**src/rtl/assert_macros.svh**
```systemverilog
// Assertion macros shared by the RTL that checks itself.
// No dependencies; each file that asserts includes this header.
`ifndef ASSERT_MACROS_SVH
`define ASSERT_MACROS_SVH

// Condition that must hold at every clock edge outside reset.
`define ASSERT_ALWAYS(label, clk, rst_n, cond, msg) \
  label: assert property (@(posedge clk) disable iff (!rst_n) (cond)) else $error(msg);

// Antecedent that implies a consequent in the same cycle.
`define ASSERT_IMPLIES(label, clk, rst_n, ante, cons, msg) \
  label: assert property (@(posedge clk) disable iff (!rst_n) (ante) |-> (cons)) \
    else $error(msg);

// Antecedent that implies a consequent in the following cycle.
`define ASSERT_NEXT(label, clk, rst_n, ante, cons, msg) \
  label: assert property (@(posedge clk) disable iff (!rst_n) (ante) |=> (cons)) \
    else $error(msg);

`endif

```
**src/rtl/i2cw_pkg.sv**
```systemverilog
// Types and constants for the I2C register-write master.
// No dependencies; used by every module of the block.
package i2cw_pkg;

  typedef struct packed {
    logic       go;
    logic [7:0] reg_addr;
    logic [7:0] data_byte;
    logic       data_valid;
    logic       last_byte;
    logic       sda_in;
  } in_item_t;

  typedef struct packed {
    logic scl;
    logic sda_drive_low;
    logic need_data;
    logic busy_res;
    logic nack_seen;
    logic done_res;
  } out_item_t;

  typedef enum logic [7:0] {
    PH_IDLE  = 8'b0000_0001,
    PH_ADDR  = 8'b0000_0010,
    PH_REG   = 8'b0000_0100,
    PH_WAIT  = 8'b0000_1000,
    PH_DATA  = 8'b0001_0000,
    PH_STOP1 = 8'b0010_0000,
    PH_STOP2 = 8'b0100_0000,
    PH_STOP3 = 8'b1000_0000
  } phase_t;

  localparam logic [3:0] ACK_SLOT       = 4'd8;
  localparam logic [6:0] DEV_ADDR_RESET = 7'h1B;

endpackage

```
**src/rtl/i2c_master_register_write.sv**
```systemverilog
// A request is accepted into the front holding register, passes through the request queue, and its
// result is registered in the result register of the bus sequencer when the queue entry is popped.
// Throughput: one request per cycle while neither the queue nor the result channel stalls.
// The front holding register, the request queue and the result register let each side stall.
// Reset (rst_n low, synchronous) empties the queue, idles the bus and sets the address to 0x1B.
// Depends on i2cw_pkg, i2cw_front, i2cw_queue, i2cw_back and assert_macros.svh.
`include "assert_macros.svh"

module i2c_master_register_write #(
  parameter int QDEPTH = 4
) (
  input  logic                clk,
  input  logic                rst_n,
  // Request channel: one half-bit tick of the bus per request.
  input  logic                in_valid,
  output logic                in_stall,
  input  i2cw_pkg::in_item_t  in_item,
  // Result channel: one result per request, in order.
  output logic                out_valid,
  input  logic                out_stall,
  output i2cw_pkg::out_item_t out_item,
  // Device address register write port.
  input  logic                cfg_valid,
  output logic                cfg_ready,
  input  logic [6:0]          cfg_data
);

  logic               push;
  i2cw_pkg::in_item_t push_item;
  logic               q_full;
  logic               pop;
  logic               q_valid;
  i2cw_pkg::in_item_t q_item;
  logic [6:0]         dev_addr_r;

  // The address is sampled only when a transfer starts, so a write is always taken.
  assign cfg_ready = 1'b1;

  always_ff @(posedge clk) begin
    if (!rst_n) begin
      dev_addr_r <= i2cw_pkg::DEV_ADDR_RESET;
    end else if (cfg_valid && cfg_ready) begin
      dev_addr_r <= cfg_data;
    end
  end

  // The front takes requests in as long as the queue drains.
  i2cw_front u_front (
    .clk       (clk),
    .rst_n     (rst_n),
    .in_valid  (in_valid),
    .in_stall  (in_stall),
    .in_item   (in_item),
    .push      (push),
    .push_item (push_item),
    .q_full    (q_full)
  );

  i2cw_queue #(
    .QDEPTH (QDEPTH)
  ) u_queue (
    .clk       (clk),
    .rst_n     (rst_n),
    .push      (push),
    .push_item (push_item),
    .full      (q_full),
    .pop       (pop),
    .q_valid   (q_valid),
    .q_item    (q_item)
  );

  // The back runs the bus state machine and holds the result until it is taken.
  i2cw_back u_back (
    .clk       (clk),
    .rst_n     (rst_n),
    .dev_addr  (dev_addr_r),
    .q_valid   (q_valid),
    .q_item    (q_item),
    .pop       (pop),
    .out_valid (out_valid),
    .out_stall (out_stall),
    .out_item  (out_item)
  );

  // An idle tick leaves the bus released.
  `ASSERT_IMPLIES(a_idle_released, clk, rst_n, out_valid && !out_item.busy_res,
    out_item.scl && !out_item.sda_drive_low && !out_item.done_res, "idle tick drives bus")
  // A byte is taken only while the clock is held low.
  `ASSERT_IMPLIES(a_need_scl_low, clk, rst_n, out_valid && out_item.need_data,
    !out_item.scl && !out_item.sda_drive_low && out_item.busy_res, "data taken with scl high")
  // The stop completes with the clock high and SDA released.
  `ASSERT_IMPLIES(a_done_stop, clk, rst_n, out_valid && out_item.done_res,
    out_item.scl && !out_item.sda_drive_low && out_item.busy_res, "bad stop condition")
  // The sequencer only advances when a request is queued.
  `ASSERT_IMPLIES(a_pop_has_item, clk, rst_n, pop, q_valid, "pop from empty queue")

endmodule

```
**src/rtl/i2cw_front.sv**
```systemverilog
// Front stage: takes requests from the input channel into a holding register.
// Depends on i2cw_pkg; feeds i2cw_queue.
module i2cw_front (
  input  logic               clk,
  input  logic               rst_n,
  input  logic               in_valid,
  output logic               in_stall,
  input  i2cw_pkg::in_item_t in_item,
  output logic               push,
  output i2cw_pkg::in_item_t push_item,
  input  logic               q_full
);

  logic               hold_valid_r;
  logic               hold_valid_nxt;
  i2cw_pkg::in_item_t hold_item_r;
  logic               take;

  // The holding slot drains into the queue whenever the queue has room.
  assign push      = hold_valid_r && !q_full;
  assign push_item = hold_item_r;
  assign in_stall  = hold_valid_r && q_full;
  assign take      = in_valid && !in_stall;

  always_comb begin
    hold_valid_nxt = hold_valid_r;
    if (take) begin
      hold_valid_nxt = 1'b1;
    end else if (push) begin
      hold_valid_nxt = 1'b0;
    end
  end

  always_ff @(posedge clk) begin
    if (!rst_n) begin
      hold_valid_r <= 1'b0;
    end else begin
      hold_valid_r <= hold_valid_nxt;
    end
  end

  always_ff @(posedge clk) begin
    if (take) begin
      hold_item_r <= in_item;
    end
  end

endmodule

```
**src/rtl/i2cw_queue.sv**
```systemverilog
// Short request queue between the front stage and the bus sequencer.
// Depends on i2cw_pkg.
module i2cw_queue #(
  parameter int QDEPTH = 4
) (
  input  logic               clk,
  input  logic               rst_n,
  input  logic               push,
  input  i2cw_pkg::in_item_t push_item,
  output logic               full,
  input  logic               pop,
  output logic               q_valid,
  output i2cw_pkg::in_item_t q_item
);

  localparam int PW = (QDEPTH > 1) ? $clog2(QDEPTH) : 1;
  localparam int CW = $clog2(QDEPTH + 1);
  localparam logic [PW-1:0] LAST_PTR  = PW'(QDEPTH - 1);
  localparam logic [CW-1:0] DEPTH_CNT = CW'(QDEPTH);

  i2cw_pkg::in_item_t slot_r [QDEPTH];
  logic [PW-1:0]      wr_ptr_r, wr_ptr_nxt;
  logic [PW-1:0]      rd_ptr_r, rd_ptr_nxt;
  logic [CW-1:0]      count_r, count_nxt;
  logic               do_push, do_pop;

  assign full    = (count_r == DEPTH_CNT);
  assign q_valid = (count_r != '0);
  assign q_item  = slot_r[rd_ptr_r];
  assign do_push = push && !full;
  assign do_pop  = pop && q_valid;

  always_comb begin
    wr_ptr_nxt = wr_ptr_r;
    rd_ptr_nxt = rd_ptr_r;
    count_nxt  = count_r;
    if (do_push) begin
      wr_ptr_nxt = (wr_ptr_r == LAST_PTR) ? '0 : wr_ptr_r + PW'(1);
    end
    if (do_pop) begin
      rd_ptr_nxt = (rd_ptr_r == LAST_PTR) ? '0 : rd_ptr_r + PW'(1);
    end
    if (do_push && !do_pop) begin
      count_nxt = count_r + CW'(1);
    end else if (do_pop && !do_push) begin
      count_nxt = count_r - CW'(1);
    end
  end

  always_ff @(posedge clk) begin
    if (!rst_n) begin
      wr_ptr_r <= '0;
      rd_ptr_r <= '0;
      count_r  <= '0;
    end else begin
      wr_ptr_r <= wr_ptr_nxt;
      rd_ptr_r <= rd_ptr_nxt;
      count_r  <= count_nxt;
    end
  end

  always_ff @(posedge clk) begin
    if (do_push) begin
      slot_r[wr_ptr_r] <= push_item;
    end
  end

endmodule

```
**src/rtl/i2cw_back.sv**
```systemverilog
// Bus sequencer: runs one half-bit tick per request and registers the result.
// Depends on i2cw_pkg; fed by i2cw_queue.
module i2cw_back (
  input  logic                clk,
  input  logic                rst_n,
  input  logic [6:0]          dev_addr,
  input  logic                q_valid,
  input  i2cw_pkg::in_item_t  q_item,
  output logic                pop,
  output logic                out_valid,
  input  logic                out_stall,
  output i2cw_pkg::out_item_t out_item
);

  i2cw_pkg::phase_t    phase_r, phase_nxt;
  logic                half_r, half_nxt;
  logic [3:0]          bit_r, bit_nxt;
  logic [7:0]          shift_r, shift_nxt;
  logic [7:0]          held_r, held_nxt;
  logic                final_r, final_nxt;
  logic                nack_r, nack_nxt;
  logic                out_valid_r, out_valid_nxt;
  i2cw_pkg::out_item_t out_r, res;

  assign pop       = q_valid && (!out_valid_r || !out_stall);
  assign out_valid = out_valid_r;
  assign out_item  = out_r;

  always_comb begin
    phase_nxt = phase_r;
    half_nxt  = half_r;
    bit_nxt   = bit_r;
    shift_nxt = shift_r;
    held_nxt  = held_r;
    final_nxt = final_r;
    nack_nxt  = nack_r;
    res.scl           = 1'b1;
    res.sda_drive_low = 1'b0;
    res.need_data     = 1'b0;
    res.busy_res      = 1'b1;
    res.done_res      = 1'b0;

    case (phase_r)
      i2cw_pkg::PH_ADDR, i2cw_pkg::PH_REG, i2cw_pkg::PH_DATA: begin
        res.scl = half_r;
        res.sda_drive_low = (bit_r < i2cw_pkg::ACK_SLOT) ? !shift_r[7] : 1'b0;
        if (!half_r) begin
          half_nxt = 1'b1;
        end else begin
          half_nxt = 1'b0;
          if (bit_r < i2cw_pkg::ACK_SLOT) begin
            shift_nxt = {shift_r[6:0], 1'b0};
            bit_nxt   = bit_r + 4'd1;
          end else begin
            // High half of the acknowledge clock.
            if (q_item.sda_in) begin
              nack_nxt = 1'b1;
            end
            bit_nxt = '0;
            if (phase_r == i2cw_pkg::PH_ADDR) begin
              shift_nxt = held_r;
              phase_nxt = i2cw_pkg::PH_REG;
            end else if (phase_r == i2cw_pkg::PH_REG) begin
              phase_nxt = i2cw_pkg::PH_WAIT;
            end else begin
              phase_nxt = final_r ? i2cw_pkg::PH_STOP1 : i2cw_pkg::PH_WAIT;
            end
          end
        end
      end
      i2cw_pkg::PH_WAIT: begin
        res.scl = 1'b0;
        if (q_item.data_valid) begin
          res.need_data = 1'b1;
          shift_nxt = q_item.data_byte;
          final_nxt = q_item.last_byte;
          bit_nxt   = '0;
          half_nxt  = 1'b0;
          phase_nxt = i2cw_pkg::PH_DATA;
        end
      end
      i2cw_pkg::PH_STOP1: begin
        res.scl = 1'b0;
        res.sda_drive_low = 1'b1;
        phase_nxt = i2cw_pkg::PH_STOP2;
      end
      i2cw_pkg::PH_STOP2: begin
        res.sda_drive_low = 1'b1;
        phase_nxt = i2cw_pkg::PH_STOP3;
      end
      i2cw_pkg::PH_STOP3: begin
        res.done_res = 1'b1;
        phase_nxt = i2cw_pkg::PH_IDLE;
      end
      default: begin
        phase_nxt = i2cw_pkg::PH_IDLE;
        if (q_item.go) begin
          res.sda_drive_low = 1'b1;
          nack_nxt  = 1'b0;
          held_nxt  = q_item.reg_addr;
          shift_nxt = {dev_addr, 1'b0};
          final_nxt = 1'b0;
          bit_nxt   = '0;
          half_nxt  = 1'b0;
          phase_nxt = i2cw_pkg::PH_ADDR;
        end else begin
          res.busy_res = 1'b0;
        end
      end
    endcase
    res.nack_seen = nack_nxt;

    out_valid_nxt = pop || (out_valid_r && out_stall);
  end

  always_ff @(posedge clk) begin
    if (!rst_n) begin
      phase_r     <= i2cw_pkg::PH_IDLE;
      half_r      <= 1'b0;
      bit_r       <= '0;
      shift_r     <= '0;
      held_r      <= '0;
      final_r     <= 1'b0;
      nack_r      <= 1'b0;
      out_valid_r <= 1'b0;
    end else begin
      out_valid_r <= out_valid_nxt;
      if (pop) begin
        phase_r <= phase_nxt;
        half_r  <= half_nxt;
        bit_r   <= bit_nxt;
        shift_r <= shift_nxt;
        held_r  <= held_nxt;
        final_r <= final_nxt;
        nack_r  <= nack_nxt;
      end
    end
  end

  always_ff @(posedge clk) begin
    if (pop) begin
      out_r <= res;
    end
  end

endmodule

```
**config.mk**
```make
export PLATFORM = sky130hd
export DESIGN_NAME = i2c_master_register_write
export DESIGN_NICKNAME = d
export VERILOG_FILES = /design/src/rtl/i2cw_pkg.sv /design/src/rtl/i2c_master_register_write.sv /design/src/rtl/i2cw_front.sv /design/src/rtl/i2cw_queue.sv /design/src/rtl/i2cw_back.sv
export VERILOG_INCLUDE_DIRS = /design/src /design/src/rtl
export SDC_FILE = /design/constraint.sdc
export NUM_CORES = 1
export LEC_CHECK = 0
export BUFFER_PORTS_ARGS = -buffer_cell sky130_fd_sc_hd__buf_2
export CORE_ASPECT_RATIO = 0.75
export CORE_MARGIN = 4
export CORE_UTILIZATION = 54
export CTS_CLUSTER_SIZE = 30
export DETAILED_ROUTE_END_ITERATION = 10
export HOLD_SLACK_MARGIN = 0.06
export PLACE_DENSITY = 0.76
export REMOVE_ABC_BUFFERS = 1
export SLEW_MARGIN = 20
export SYNTH_ARGS = -nofsm -noshare
export SYNTH_HDL_FRONTEND = slang
export SYNTH_SLANG_ARGS = --single-unit
```
**constraint.sdc**
```tcl
create_clock -name clk -period 2.41 [get_ports clk]
set_input_delay 0.3615 -clock clk [delete_from_list [all_inputs] [get_ports clk]]
set_output_delay 0.3615 -clock clk [all_outputs]
set_load 0.05 [all_outputs]
```
== Word-level counts from Yosys, hierarchy flattened ==
Memory sizes are Yosys's and may differ from the RTL's. A register that Yosys moved wholly into a read port is not among the register bits.
Cells that the tools add are included.
W data, S select, Z words.
Operators by class
  $add $sub $neg: 5
  magnitude comparators: 1
  equality and inequality tests: 14
  muxes and demuxes: 46
  bitwise operators: 3
  reduce and logical (&&, ||, !) cells: 37
Operator list (number)
  $mux W8: 10
  $pmux W8 S5: 1
  $pmux W8 S3: 1
  $mux W1: 16
  $mux W4: 4
  $pmux W4 S3: 1
  $reduce_and A4 Y1: 3
  $mux W2: 5
  $logic_and A1 B1 Y1: 9
  $eq A8 B2 Y1 const B: 1
  $eq A8 B3 Y1 const B: 1
  $eq A8 B4 Y1 const B: 1
  $eq A8 B5 Y1 const B: 1
  $eq A8 B6 Y1 const B: 1
  $eq A8 B7 Y1 const B: 1
  $eq A8 B8 Y1 const B: 1
  $logic_not A1 Y1: 7
  $reduce_or A7 Y1: 1
  $mux W3: 2
  $mux W6: 1
  $pmux W1 S2: 3
  $pmux W1 S3: 2
  $reduce_and A6 Y1: 1
  $reduce_bool A2 Y1: 3
  19 further kinds: 29
Storage, ports and cells
  register bits after elaboration: 73
  bits in writable memories: 80
  bits of input ports: 32
  output and inout bits: 9
  logic and storage cells: 132
  memories: 1
Memories
  u_queue.slot_r: words 4, bits a word 20, rd ports 1, clocked after Yosys merged registers in 1, write ports 1, line i2cw_queue.sv:21  | i2cw_pkg::in_item_t slot_r [QDEPTH];

== Depth between registers and ports, before layout ==
  depth in word-level cells: 8
  mapped depth: 9
  mapped depth without buffers: 8

== Cells and area by module ==
A second synthesis with hierarchy kept.
Unflattened totals
  cell total of the unflattened synthesis: 437
  area, all modules: 6334.8 µm²
By module, submodules not included
  i2cw_queue: instances 1, cells an instance 155, area each 3360.7 µm², sequential area each 2582.5 µm²
  i2cw_back: instances 1, cells an instance 233, area each 2057.0 µm², sequential area each 820.8 µm²
  i2cw_front: instances 1, cells an instance 25, area each 650.6 µm², sequential area each 620.6 µm²
  i2c_master_register_write: instances 1, cells an instance 24, area each 266.5 µm², sequential area each 140.1 µm²

== Worst setup path after synthesis ==
OpenSTA, ideal clock, no wires.
  path kind: register to register
  from: reg u_back.out_valid_r (netlist: u_back.out_valid)
  to: reg u_queue.count_r[2]
  setup time: 76 ps
  arrival time: 2344 ps
  required time: 2334 ps
  setup slack: -9 ps
  stages on the path, launching flop included: 9
  buffers on the path: 1
  clock period less this slack: 2419 ps
  cells stage by stage: dfxtp_1 a21o_1 clkbuf_1 ha_1 inv_1 fa_1 xor2_1 or3_1 a21boi_0
Between the ends
  word-level cells in the longest chain between the ends: 7
  elaborated cells on any way between the ends: 9
  those cells by class: mux: 1; reduce/logical: 8
RTL lines
  start: declaration: line i2cw_back.sv:22  | logic out_valid_r, out_valid_nxt;
  start signal: assignment: line i2cw_back.sv:127  | out_valid_r <= out_valid_nxt;
  $logic_not A1 Y1 *: line i2cw_back.sv:25  | assign pop = q_valid && (!out_valid_r || !out_stall);
  $logic_or A1 B1 Y1 *: line i2cw_back.sv:25
  $logic_and A1 B1 Y1 *: line i2cw_back.sv:25
  $logic_and A1 B1 Y1 *: line i2cw_queue.sv:31  | assign do_pop = pop && q_valid;
  $logic_not A1 Y1: line i2cw_queue.sv:43  | if (do_push && !do_pop) begin
  $logic_and A1 B1 Y1: line i2cw_queue.sv:43
  $mux W3 / $reduce_bool A2 Y1 (equally long branches)
  end signal: assignment: line i2cw_queue.sv:58  | count_r <= count_nxt;
  end: declaration: line i2cw_queue.sv:24  | logic [CW-1:0] count_r, count_nxt;
Every way passes the cells marked *; elsewhere a longest branch is shown, timed or not.
A chain may end at the register's enable or synchronous reset.

==> results_dict.tcl <==
set metrics [dict create \
    die_height_um 102.4 \
    drtPass1Iterations 5 \
    synth_sequential_area_ratio_pct 64.90 \
    first_global_vias 3700 \
    gp_congestion 0.9101 \
    p_leak_nw 2.654 \
    die_w_um 133.9 \
    cellPowerDensity_nw_per_um2 1102 \
    row_count 34 \
    yosys_warnings 0 \
    critPathCaptureType "register" \
    power.internal_mw 5.556 \
    finalSetupTns_ns 0 \
    ratio_of_final_minimum_period_to_clock_period_pct 96.81 \
    drt-initial-drc-count 388 \
    synth.cell_area_um2 6416 \
    clock_insertion_delay_worst_skew_ns 0.43 \
    synth_area_leader_cell "edfxtp_1" \
    design.portCount 41 \
    post_synth_edffs 106 \
    netlist_top_cells_area "edfxtp_1 50%, dfxtp_1 15%, mux4_2 7.0%, mux2i_1 2.7%, nand2_1 2.4%" \
    critPathArrivalTime_ns 2.68 \
    grt_setup_unrepaired "true" \
    postSynth.asyncResetShare_pct 0 \
    clock_slew_at_the_register_clock_pins_of_the_worst_setup_and_hold_paths_ns 0.07 \
    layout-drive-gt1-share_pct 25.79 \
    clk_path_buf_depth 2 \
    finalWirelength_mm 12.39 \
    crit_slowest_cell "mux4_2" \
    clock_power_share_pct 33.0 \
    cts_tree "done" \
    crit_fanout 8 \
    insertedDiodeCount 0 \
    total_count_of_max_transition_violations_in_the_final_report 0 \
    tritoncts.num_buffers 17 \
    port_buffers 39 \
    final_common_cell "edfxtp_1" \
    detail_route.vias_per_cell 5.746 \
    power.switching_fraction_pct 32.53 \
    drcViolationCount 0 \
    timing.critical_path.cells "mux4_2, a41oi_1, a21boi_1, a211o_2, mux2i_1" \
    cts_root_buffer "clkbuf_16" \
    first_pass_grt_wire_length_mm 19.80 \
    maximum_number_of_pins_on_one_net_before_global_route_repair 39 \
    synth_top_cell_area_share_pct 49.61 \
    initial_core_util_pct 55.25 \
    drv_cap 0 \
    max_slew.worst_pin.slew_ns 0.6618 \
    postSynthAreaPerCell_um2 14.35 \
    hold_violations 0 \
    setup.worst_path.class "reg -> reg" \
    worst_clock_skew_ns 0.01078 \
    syn-instance-count 447 \
    tritoncts_num_sinks 155 \
    share_comb_of_total_power_pct 25.8 \
    clock_tree.htree_level_count 4 \
    syn2layout_area_growth_pct 16.44 \
    route.detailed.wl_per_inst_um 18.49 \
    postRouteAntennaNets 0 \
    synth_cell_type_count 56 \
    grt_antenna_before_repair 0 \
    min_period_ns 2.333 \
    grt_overflow 0 \
    die_area_um2 13710 \
    status "complete, no violations" \
    setup_viol 0 \
    vias 3850 \
    ys.flop_type "edfxtp_1" \
    design_area_um2 7471 \
    slew-limit-headroom_pct 55.87 \
    timing.critical_path.max_delay_family "compound AO/OA/AOI/OAI gates" \
    area_of_the_core_um2 11610 \
    detailedPlacementHpwl_mm 7.841 \
    largest_stage_delay_on_the_critical_path_ns 0.61 \
    hp-class "in -> reg" \
    layout.nets 535 \
    most-common-layout-cells "106 x edfxtp_1, 49 x dfxtp_1, 41 x nand2_1" \
    setup.worst_path.start_class "register" \
    max-vdd-ir-drop_mv 0.6489 \
    count_of_buffer_and_inverter_cells_on_the_critical_path 0 \
    fmax_mhz 428.6 \
    dpl-instance-area_um2 6825 \
    switchingPower_mw 2.679 \
    grt_util_all_layers_pct 19.22 \
    sequentialPowerShare_pct 41.1 \
    cp_data_required_time_ns 2.75 \
    synth_seq_cells 155 \
]
## cell usage after synthesis (4+ instances only)
master / instances
buf_2: 12
mux2_2: 7
dfxtp_1: 49
nor2_1: 9
o211ai_1: 6
inv_1: 13
a21boi_0: 6
nand2_1: 41
and2_1: 7
ha_1: 7
clkbuf_1: 15
nor3_1: 6
nor2b_1: 14
edfxtp_1: 106
a211oi_1: 8
o21ai_0: 20
a32o_1: 8
a21boi_1: 5
mux4_2: 20
nand3_1: 14
mux2i_1: 17
xnor2_1: 4
## power groups by stage
stage,clock [mW],combinational (mW),sequential [mW]
finish,2.72,2.13,3.39
global route,2.88,2.29,3.43
detailed placement,0,2.04,3.44
CTS,2.76,2.07,3.39
global placement,0,2.00,3.42
floorplan,0,1.17,3.66
## repair_timing
item | 4_1_cts | 5_1_grt
resized for setup | 0 | 2
hold buffers | 0 | 0
setup endpoints to repair | 0 | 16
buffers inserted | 0 | 1
## flip-flops by register name, indices dropped and copies added, names as in the netlist, 2 cells and up, named ones only
register and cells:
u_back.shift_r 8, u_back.phase_r 8, u_back.held_r 8, u_queue.rd_ptr_r 2
u_back.out_item 6, u_back.bit_r 4, u_queue.slot_r 80, u_queue.wr_ptr_r 2
u_front.push_item 20, dev_addr_r 7, u_queue.count_r 3
## stage by stage
step	power [mW]	setup slack, ns	cells	hold slack (ns)	utilization [%]
floorplan	4.828	-0.2080	416	0.4314	-
global placement	5.414	0.1739	637	0.4435	58.77
detailed placement	5.477	0.1602	637	0.4537	58.77
CTS	8.210	0.08494	669	0.09339	64.09
global route	8.600	-0.02462	670	0.09236	64.33
finish	8.236	0.07695	670	0.1058	64.33
## cell families after synthesis
family,after synthesis,share of synthesized area [%]
flops,155,64.90
xor+xnor,6,0.8190
fa+ha+maj,8,1.677
buf+inv,44,3.159
other cells,1,0.05845
compound gates,75,8.931
mux,44,10.90
simple gates,114,9.556
## layout make-up
type                    instances  area [µm²]
clock buffers                  17       425.4
clock inverters                15       192.7
fillers                       833        4143
inverters                      13       48.80
multi-input cells             248        2059
flip-flops and latches        155        4164
well taps                     162       202.7
repair buffers                 60       377.9
## metal layers
metal / GRT usage [%] / wire length [µm] / vias to the layer above
li1: - / - / 1803
met1: 26.73 / 5799 / 1891
met2: 29.49 / 5706 / 143
met3: 5.561 / 775 / 13
met4: 6.561 / 104 / 0
met5: 0 / 0 / -
## worst reg2reg max path, stage by stage (launching register included)
cell and delay [ns]:
dfxtp_1 0.44, mux4_2 0.61, a41oi_1 0.34, a21boi_1 0.30, a211o_2 0.32, mux2i_1 0.24
## path summary, 6_finish.rpt
check              startpoint              endpoint  slack (ns)  depth (start not counted)
max                  register     u_back.shift_r[2]        0.08                          5
min                in_item[2]  u_front.push_item[2]        0.11                          1
max reg2reg          register     u_back.shift_r[2]        0.08                          5
min reg2reg  u_back.held_r[1]      u_back.held_r[1]        0.46                          2
(Power assumes the default switching activity.)
